--- src/rtl/ctif_pkg.sv ---
package ctif_pkg;

    localparam int CFG_IDX_W  = 3;
    localparam int CFG_DATA_W = 16;
    localparam int FLAG_W     = 5;
    localparam int TDATA_W    = 8;

    localparam logic [CFG_IDX_W-1:0] REG_SECOND_LIMIT    = 3'd0;
    localparam logic [CFG_IDX_W-1:0] REG_MINUTE_LIMIT    = 3'd1;
    localparam logic [CFG_IDX_W-1:0] REG_HOUR_LIMIT      = 3'd2;
    localparam logic [CFG_IDX_W-1:0] REG_TEMP_COMP_LIMIT = 3'd3;
    localparam logic [CFG_IDX_W-1:0] REG_POWER_LIMIT     = 3'd4;

    localparam logic [7:0]  SECOND_LIMIT_RST    = 8'd9;
    localparam logic [7:0]  MINUTE_LIMIT_RST    = 8'd59;
    localparam logic [15:0] HOUR_LIMIT_RST      = 16'd3599;
    localparam logic [15:0] TEMP_COMP_LIMIT_RST = 16'd299;
    localparam logic [15:0] POWER_LIMIT_RST     = 16'd59;

    // flag bit positions, same order as ack_mask
    localparam int FLAG_SEC  = 0;
    localparam int FLAG_MIN  = 1;
    localparam int FLAG_HOUR = 2;
    localparam int FLAG_TEMP = 3;
    localparam int FLAG_PWR  = 4;

    typedef struct packed {
        logic [7:0]  second_limit;
        logic [7:0]  minute_limit;
        logic [15:0] hour_limit;
        logic [15:0] temp_comp_limit;
        logic [15:0] power_limit;
    } limits_t;

endpackage

--- src/rtl/ctif_cfg.sv ---
module ctif_cfg (
    input  logic                             clk,
    input  logic                             rst_n,
    input  logic                             cfg_valid,
    input  logic [ctif_pkg::CFG_IDX_W-1:0]   cfg_index,
    input  logic [ctif_pkg::CFG_DATA_W-1:0]  cfg_data,
    output ctif_pkg::limits_t                limits
);

    ctif_pkg::limits_t limits_reg;
    ctif_pkg::limits_t limits_next;

    always_comb
    begin
        limits_next = limits_reg;
        if (cfg_valid)
        begin
            case (cfg_index)
                ctif_pkg::REG_SECOND_LIMIT:    limits_next.second_limit    = cfg_data[7:0];
                ctif_pkg::REG_MINUTE_LIMIT:    limits_next.minute_limit    = cfg_data[7:0];
                ctif_pkg::REG_HOUR_LIMIT:      limits_next.hour_limit      = cfg_data;
                ctif_pkg::REG_TEMP_COMP_LIMIT: limits_next.temp_comp_limit = cfg_data;
                ctif_pkg::REG_POWER_LIMIT:     limits_next.power_limit     = cfg_data;
                default:                       limits_next = limits_reg;  // drop unknown index
            endcase
        end
    end

    always_ff @(posedge clk or negedge rst_n)
    begin
        if (!rst_n)
        begin
            limits_reg.second_limit    <= ctif_pkg::SECOND_LIMIT_RST;
            limits_reg.minute_limit    <= ctif_pkg::MINUTE_LIMIT_RST;
            limits_reg.hour_limit      <= ctif_pkg::HOUR_LIMIT_RST;
            limits_reg.temp_comp_limit <= ctif_pkg::TEMP_COMP_LIMIT_RST;
            limits_reg.power_limit     <= ctif_pkg::POWER_LIMIT_RST;
        end
        else
        begin
            limits_reg <= limits_next;
        end
    end

    assign limits = limits_reg;

endmodule

--- src/rtl/ctif_core.sv ---
module ctif_core (
    input  logic                          clk,
    input  logic                          rst_n,
    input  logic                          accept,
    input  logic [ctif_pkg::FLAG_W-1:0]   ack_mask,
    input  ctif_pkg::limits_t             limits,
    output logic [ctif_pkg::FLAG_W-1:0]   flags_next
);

    logic [7:0]                  tick_count_reg,      tick_count_next;
    logic [7:0]                  minute_count_reg,    minute_count_next;
    logic [15:0]                 hour_count_reg,      hour_count_next;
    logic [15:0]                 temp_comp_count_reg, temp_comp_count_next;
    logic [15:0]                 power_count_reg,     power_count_next;
    logic [ctif_pkg::FLAG_W-1:0] flag_bits_reg;

    logic [7:0]  tick_inc, minute_inc;
    logic [15:0] hour_inc, temp_inc, power_inc;
    logic        sec_wrap, min_wrap, hour_wrap, temp_wrap, power_wrap;

    always_comb
    begin
        tick_inc   = tick_count_reg + 8'd1;
        minute_inc = minute_count_reg + 8'd1;
        hour_inc   = hour_count_reg + 16'd1;
        temp_inc   = temp_comp_count_reg + 16'd1;
        power_inc  = power_count_reg + 16'd1;

        sec_wrap   = tick_inc > limits.second_limit;
        // slower counters advance only on a second wrap
        min_wrap   = sec_wrap && (minute_inc > limits.minute_limit);
        hour_wrap  = sec_wrap && (hour_inc > limits.hour_limit);
        temp_wrap  = sec_wrap && (temp_inc > limits.temp_comp_limit);
        power_wrap = sec_wrap && (power_inc > limits.power_limit);

        tick_count_next = sec_wrap ? 8'd0 : tick_inc;
        minute_count_next    = !sec_wrap ? minute_count_reg    : (min_wrap   ? 8'd0  : minute_inc);
        hour_count_next      = !sec_wrap ? hour_count_reg      : (hour_wrap  ? 16'd0 : hour_inc);
        temp_comp_count_next = !sec_wrap ? temp_comp_count_reg : (temp_wrap  ? 16'd0 : temp_inc);
        power_count_next     = !sec_wrap ? power_count_reg     : (power_wrap ? 16'd0 : power_inc);

        // clear acknowledged flags first, then set from this tick
        flags_next = flag_bits_reg & ~ack_mask;
        flags_next[ctif_pkg::FLAG_SEC]  = flags_next[ctif_pkg::FLAG_SEC]  | sec_wrap;
        flags_next[ctif_pkg::FLAG_MIN]  = flags_next[ctif_pkg::FLAG_MIN]  | min_wrap;
        flags_next[ctif_pkg::FLAG_HOUR] = flags_next[ctif_pkg::FLAG_HOUR] | hour_wrap;
        flags_next[ctif_pkg::FLAG_TEMP] = flags_next[ctif_pkg::FLAG_TEMP] | temp_wrap;
        flags_next[ctif_pkg::FLAG_PWR]  = flags_next[ctif_pkg::FLAG_PWR]  | power_wrap;
    end

    always_ff @(posedge clk or negedge rst_n)
    begin
        if (!rst_n)
        begin
            tick_count_reg      <= '0;
            minute_count_reg    <= '0;
            hour_count_reg      <= '0;
            temp_comp_count_reg <= '0;
            power_count_reg     <= '0;
            flag_bits_reg       <= '0;
        end
        else if (accept)
        begin
            tick_count_reg      <= tick_count_next;
            minute_count_reg    <= minute_count_next;
            hour_count_reg      <= hour_count_next;
            temp_comp_count_reg <= temp_comp_count_next;
            power_count_reg     <= power_count_next;
            flag_bits_reg       <= flags_next;
        end
    end

endmodule

--- src/rtl/cascaded_tick_interval_flags_top.sv ---
// Each accepted tick beat's flags go into the result register, which drives m_tvalid/m_tdata.
// Throughput: one tick per cycle while s_tready high; counter and flag logic is combinational.
// The single result register refills in the cycle it is drained, so s_tready stays high
// unless a result is held with m_tready low.
// Reset: rst_n (async, active low) clears all counters and flags, empties the result
// register and loads the default limits.
module cascaded_tick_interval_flags_top (
    input  logic                                clk,
    input  logic                                rst_n,
    input  logic                                s_tvalid,
    output logic                                s_tready,
    input  logic [ctif_pkg::TDATA_W-1:0]        s_tdata,   // [4:0] ack_mask, [7:5] zero
    output logic                                m_tvalid,
    input  logic                                m_tready,
    output logic [ctif_pkg::TDATA_W-1:0]        m_tdata,   // [0] second_flag, [1] minute_flag,
                                                           // [2] hour_flag, [3] temp_comp_flag,
                                                           // [4] power_flag, [7:5] zero
    input  logic                                cfg_valid,
    output logic                                cfg_ready,
    input  logic [ctif_pkg::CFG_IDX_W-1:0]      cfg_index,
    input  logic [ctif_pkg::CFG_DATA_W-1:0]     cfg_data
);

    ctif_pkg::limits_t            limits;
    logic                         accept;
    logic [ctif_pkg::FLAG_W-1:0]  flags_next;
    logic                         out_valid_reg;
    logic [ctif_pkg::FLAG_W-1:0]  out_flags_reg;

    assign cfg_ready = 1'b1;
    assign s_tready  = !out_valid_reg || m_tready;
    assign accept    = s_tvalid && s_tready;

    ctif_cfg u_cfg (
        .clk       (clk),
        .rst_n     (rst_n),
        .cfg_valid (cfg_valid),
        .cfg_index (cfg_index),
        .cfg_data  (cfg_data),
        .limits    (limits)
    );

    ctif_core u_core (
        .clk        (clk),
        .rst_n      (rst_n),
        .accept     (accept),
        .ack_mask   (s_tdata[ctif_pkg::FLAG_W-1:0]),
        .limits     (limits),
        .flags_next (flags_next)
    );

    always_ff @(posedge clk or negedge rst_n)
    begin
        if (!rst_n)
        begin
            out_valid_reg <= 1'b0;
        end
        else if (accept)
        begin
            out_valid_reg <= 1'b1;
        end
        else if (m_tready)
        begin
            out_valid_reg <= 1'b0;
        end
    end

    // hold the result until the beat is taken
    always_ff @(posedge clk)
    begin
        if (accept)
        begin
            out_flags_reg <= flags_next;
        end
    end

    assign m_tvalid = out_valid_reg;
    assign m_tdata  = {{(ctif_pkg::TDATA_W - ctif_pkg::FLAG_W){1'b0}}, out_flags_reg};

endmodule

--- config.mk ---
export PLATFORM = sky130hd
export DESIGN_NAME = cascaded_tick_interval_flags_top
export DESIGN_NICKNAME = d
export VERILOG_FILES = /design/src/rtl/ctif_pkg.sv /design/src/rtl/ctif_cfg.sv /design/src/rtl/ctif_core.sv /design/src/rtl/cascaded_tick_interval_flags_top.sv
export SDC_FILE = /design/constraint.sdc
export NUM_CORES = 1
export LEC_CHECK = 0
export BUFFER_PORTS_ARGS = -buffer_cell sky130_fd_sc_hd__buf_2
export CAP_MARGIN = 20
export CORE_UTILIZATION = 48
export DETAILED_ROUTE_END_ITERATION = 8
export GPL_ROUTABILITY_DRIVEN = 0
export PLACE_DENSITY = 0.74
export SKIP_LAST_GASP = 1
export SLEW_MARGIN = 20
export SYNTH_ARGS = -nofsm -noshare
export SYNTH_HDL_FRONTEND = slang
export SYNTH_HIERARCHICAL = 1
export SYNTH_SLANG_ARGS = --single-unit
--- constraint.sdc ---
create_clock -name clk -period 3.62 [get_ports clk]
set_input_delay 0.362 -clock clk [delete_from_list [all_inputs] [get_ports clk]]
set_output_delay 0.362 -clock clk [all_outputs]
set_load 0.05 [all_outputs]
### Word level (Yosys, flattened, before mapping)

Cells that the tools add are included.

| storage, ports and cells | value |
|---|---|
| logic and storage cells | 56 |
| register bits after elaboration | 139 |
| input port bits | 32 |
| output and inout port bits | 11 |

| operators by class | value |
|---|---|
| equal/unequal tests | 4 |
| reductions and logical operators | 15 |
| $add $sub $neg | 5 |
| bitwise logic cells | 7 |
| mux-type cells | 7 |
| magnitude comparators | 5 |

Operators with widths:

| cell | count |
|---|---|
| adder 16 x 1 -> 16 bit (second input constant) | 3 |
| greater-than comparator 16 bit | 3 |
| 2-to-1 mux 16 bit | 3 |
| adder 8 x 1 -> 8 bit (second input constant) | 2 |
| greater-than comparator 8 bit | 2 |
| 2-to-1 mux 8 bit | 2 |
| AND reduction 2 bit | 6 |
| == test 3 x 2 -> 1 bit (second input constant) | 2 |
| AND 5 bit | 1 |
| logical AND 1 bit | 5 |
| NOT 5 bit | 1 |
| bitwise OR 1 bit | 5 |
| == test 3 x 1 -> 1 bit (second input constant) | 1 |
| == test 3 bit (second input constant) | 1 |
| logical NOT 3 bit | 1 |
| 2-to-1 mux 1 bit | 2 |
| nonzero test 2 bit | 1 |
| logical NOT 1 bit | 1 |
| logical OR 1 bit | 1 |

### Depth between registers and ports, before layout

| logic depth | value |
|---|---|
| depth in word-level cells | 4 |
| mapped depth | 15 |
| gate-level depth less buffers | 14 |

### By module

Netlist, hierarchy kept.

By module, submodules not included:

| module | sequential area each (µm²) | area an instance (µm²) | cells each | instances |
|---|---|---|---|---|
| ctif_core | 1726.7 | 5780.5 | 681 | 1 |
| ctif_cfg | 1631.6 | 2463.6 | 139 | 1 |
| cascaded_tick_interval_flags_top | 175.2 | 241.5 | 15 | 1 |

### Least setup slack after synthesis

No wires, ideal clock.

| path | value |
|---|---|
| path type | reg2reg |
| from | register u_core.hour_count_reg[0] |
| to | register u_core.hour_count_reg[6] |
| clock period less this slack | 3.108 ns |
| arrival time | 3.013 ns |
| setup time | 0.095 ns |
| setup slack | 0.512 ns |
| required time | 3.525 ns |
| path buffers | 1 |
| cell stages (with the launch flop) | 16 |
| path through | dfrtp_1 ha_1 nand3_1 nor2_1 and3_1 and3_1 xnor2_1 inv_1 ha_1 nand4_1 nor2_1 a221o_1 nor3_2 nor2_1 buf_2 o31ai_1 |

| between the ends | value |
|---|---|
| cells in the longest elaborated chain, start to end | 4 |

RTL lines:

| item | line | source |
|---|---|---|
| start, declared | ctif_core.sv:12 | `logic [15:0] hour_count_reg, hour_count_next;` |
| start signal, assigned | ctif_core.sv:66 | `hour_count_reg <= hour_count_next;` |
| adder 16 x 1 -> 16 bit * | ctif_core.sv:25 | `hour_inc = hour_count_reg + 16'd1;` |
| greater-than comparator 16 bit | ctif_core.sv:32 | `hour_wrap = sec_wrap && (hour_inc > limits.hour_limit);` |
| logical AND 1 bit | ctif_core.sv:32 |  |
| 2-to-1 mux 16 bit * | ctif_core.sv:38 | `hour_count_next = !sec_wrap ? hour_count_reg : (hour_wrap ? 16'd0 : hour_inc);` |

Every way passes the cells marked *; elsewhere a longest branch is shown, timed or not.
A chain may end at the register's enable or synchronous reset.

### Final worst setup path

| path | value |
|---|---|
| from | register u_core.power_count_reg[0] |
| to | register u_core.power_count_reg[10] |

| between the ends | value |
|---|---|
| cells in the longest elaborated chain, start to end | 4 |

RTL lines:

| item | line | source |
|---|---|---|
| start, declared | ctif_core.sv:14 | `logic [15:0] power_count_reg, power_count_next;` |
| start signal, assigned | ctif_core.sv:68 | `power_count_reg <= power_count_next;` |
| adder 16 x 1 -> 16 bit * | ctif_core.sv:27 | `power_inc = power_count_reg + 16'd1;` |
| greater-than comparator 16 bit | ctif_core.sv:34 | `power_wrap = sec_wrap && (power_inc > limits.power_limit);` |
| logical AND 1 bit | ctif_core.sv:34 |  |
| 2-to-1 mux 16 bit * | ctif_core.sv:40 | `power_count_next = !sec_wrap ? power_count_reg : (power_wrap ? 16'd0 : power_inc);` |

Marked as above.

==> results.yml <==
yosys:
  yosys.area.top_type: "dfrtp_1"
  async_flop_share_pct: 96.4
  ys_seq_area_share_pct: 41.6
  synth.area.top_cells: "dfrtp_1 32%, ha_1 10%, mux2_2 8.8%"
  synthFlopType: "dfrtp_1"
  synth_common_cells: "110 x dfrtp_1, 82 x inv_1, 76 x nand2_1"
  ys_ff_latch: 139
  synth_top_area_share_pct: 32.4
  netlist_instances: 835
  synth_edf_count: 5
  synth_area_sq_um: 8490
  syn_area_per_cell_sq_um: 10.2
  synth.most_common_cell: "dfrtp_1"
  synth_cell_types: 76
  ys_warn_count: 6
finish:
  largest_reg_flops: 64
  fin_util_pct: 55.6
  layout-drive-gt1-share_pct: 23.7
  fillers: 1469
  multi_input_area_sq_um: 4500
  diodes: 0
  final_nets: 985
  seqCellArea_sq_um: 3530
  syn_to_final_growth_pct: 13.4
  fin_area_sq_um: 9620
placement:
  place_hpwl_mm: 12.9
  io_buffer_count: 35
  pre_cts_slack_ns: 0.0127
  post_dp_cell_area_sq_um: 8940
critical_path:
  cp_cell_sequence: "ha_1, nand3_1, nor2_2, nand2_1, xnor2_1, ha_1, nand4_1, or3_1, a21oi_1, nor4b_4, or2_2, a22o_1"
  startpoint: "u_core/power_count_reg[0]"
  startpoint_type: "flop"
  worstReg2RegEnd: "u_core/power_count_reg[10]"
  cp_max_fo: 6
  required_ns: 3.94
  cp-endpoint: "u_core/power_count_reg[10]"
  r2r_slack_ns: 0.24
  worstSetupPathType: "flop to flop"
  cp_common_cell: "ha_1"
  end_kind: "flop"
  worstPathArrival_ns: 3.69
  max_stage_delay_ns: 0.46
  crit_slowest_cell: "or3_1"
  crit-reg2reg-launch: "u_core/power_count_reg[0]"
  reg2reg_depth: 12
timing:
  timing.fmax_mhz: 296
  slew_viol_final: 0
  fin_hold_ws_ns: -0.0352
  hold_viol_final: 16
  skew_ns: 0.00970
  worst_pin_slew_ns: 1.10
  rsz0062_at_grt: "yes"
  period_minus_slack_ns: 3.38
  slew-limit-headroom_pct: 26.5
  setup-violations-final: 0
  postLayoutSetupSlackWorst_ns: 0.243
  finalCritPeriodShare_pct: 93.3
floorplanning:
  die_area_sq_um: 18200
  io-pin-count: 43
  start_util_pct: 49.1
  rows: 48
  die_h_microns: 135
  fp.dieW_microns: 135
  core_area_sq_um: 17300
clock_tree:
  clock-sinks: 139
  hold_buffers: 0
  clock_path_buffers: 2
  cts_made_buffers: 17
  cts_max_level: 4
  cts_tree: "yes"
  cts.clk_slew.worst_paths_ns: 0.06
  clock_latency_ns: 0.43
  root_buffer: "clkbuf_16"
global_route:
  grt_pass1_vias: 6177
  grt_antenna_before_repair: 0
  grt_pass1_wl_mm: 30.9
  grt_usage_pct: 22.0
  overflow: 0
  grt_max_degree: 88
status:
  violations: "hold timing"
  status: "finished with violations"
drt:
  drc_errors: 0
  wire_per_inst_microns: 16.4
  ant_nets: 0
  finalWirelength_mm: 18.4
  vias: 6259
  routed_via_density: 5.58
  drtIter0Drc: 326
  drt_pre_antenna_iters: 5
power:
  power_mw: 5.55
  irDropWorstVdd_mv: 0.385
  power_density_nw_per_um2: 577
  power.leakage_nw: 4.60
min_path:
  hold_path_class: "input port to async pin"
run:
  cap_violations: 0
-- where the power goes --
part           leakage, nW  internal, mW  switching, mW
clock                0.298          1.19          0.701
combinational         2.58         0.665          0.875
sequential            1.72          1.89          0.224
-- critical path: cells and delay by family (launching register included) --
family,cells,cell delay [ns]
simple gates,7,1.57
fa+ha+maj,2,0.58
xor+xnor,1,0.15
compound gates,2,0.53
flops,1,0.44
-- worst min path at each step --
stage	startpoint	end	slack (ns)	cells past startpoint
3_5_place_dp	u_core/flag_bits_reg[4]	u_core/flag_bits_reg[4]	0.47	1
5_1_grt	rst_n	u_core/temp_comp_count_reg[2]	0.05	1
6_report	rst_n	u_core/temp_comp_count_reg[2]	-0.04	1
2_1_floorplan	rst_n	m_tvalid	0.07	0
3_3_place_gp	u_core/flag_bits_reg[4]	u_core/flag_bits_reg[4]	0.46	1
4_1_cts	rst_n	u_core/temp_comp_count_reg[2]	0.03	1
-- layout by cell type, fill, tap and decap left out, drive strengths merged, types with 3 or more instances in the layout --
cell type,instances
edfxtp,5
nor4,8
a21o,9
conb,4
inv,85
nor2b,7
or3,7
and3,15
a21oi,35
nand2,76
a211oi,5
clkbuf,20
dfstp,24
o21ai,57
or2,4
o2bb2ai,4
nor2,32
xnor2,30
nor4bb,3
bufinv,4
clkinvlp,5
xor2,31
mux2,66
nor3,9
ha,69
a22o,16
nand3,29
dfrtp,110
nand2b,3
o22ai,3
buf,57
nand4,21
o211ai,12
-- routing by layer --
layer / routed length, microns / track usage [%] / up-vias
li1: - / - / 3035
met1: 8610 / 29.8 / 3074
met2: 8860 / 34.8 / 125
met3: 665 / 4.09 / 25
met4: 295 / 8.49 / 0
met5: 0 / 0 / -
-- cell type report --
type / count / share of cell area [%]
flip-flops and latches: 139 / 36.7
inverters: 83 / 3.24
repair buffers: 58 / 3.68
clock inverters: 13 / 1.96
multi-input cells: 585 / 46.8
clock buffers: 19 / 4.71
well taps: 225 / 2.93
-- logic make-up after synthesis --
kind of cell | share of synthesized area, %
adders and majority gates | 10.2
buffers and inverters | 6.16
other | 0.0885
xor gates and xnor gates | 6.30
AOI/OAI and AO/OA | 12.3
DFF | 41.6
and+or+nand+nor | 14.5
muxes | 8.88
-- what timing repair did --
action | 4_1_cts | 5_1_grt
gates cloned | 0 | 1
endpoints found under the setup margin | 3 | 30
buffers inserted | 0 | 0
resized for setup | 1 | 10
-- through the flow --
step | setup TNS, ns | cells
after global placement | 0 | 1089
final | 0 | 1122
after global routing | -0.0175 | 1122
after floorplan | 0 | 837
after detailed placement | 0 | 1089
after CTS | 0 | 1121
No activity file was read; power rests on OpenSTA's default activity.
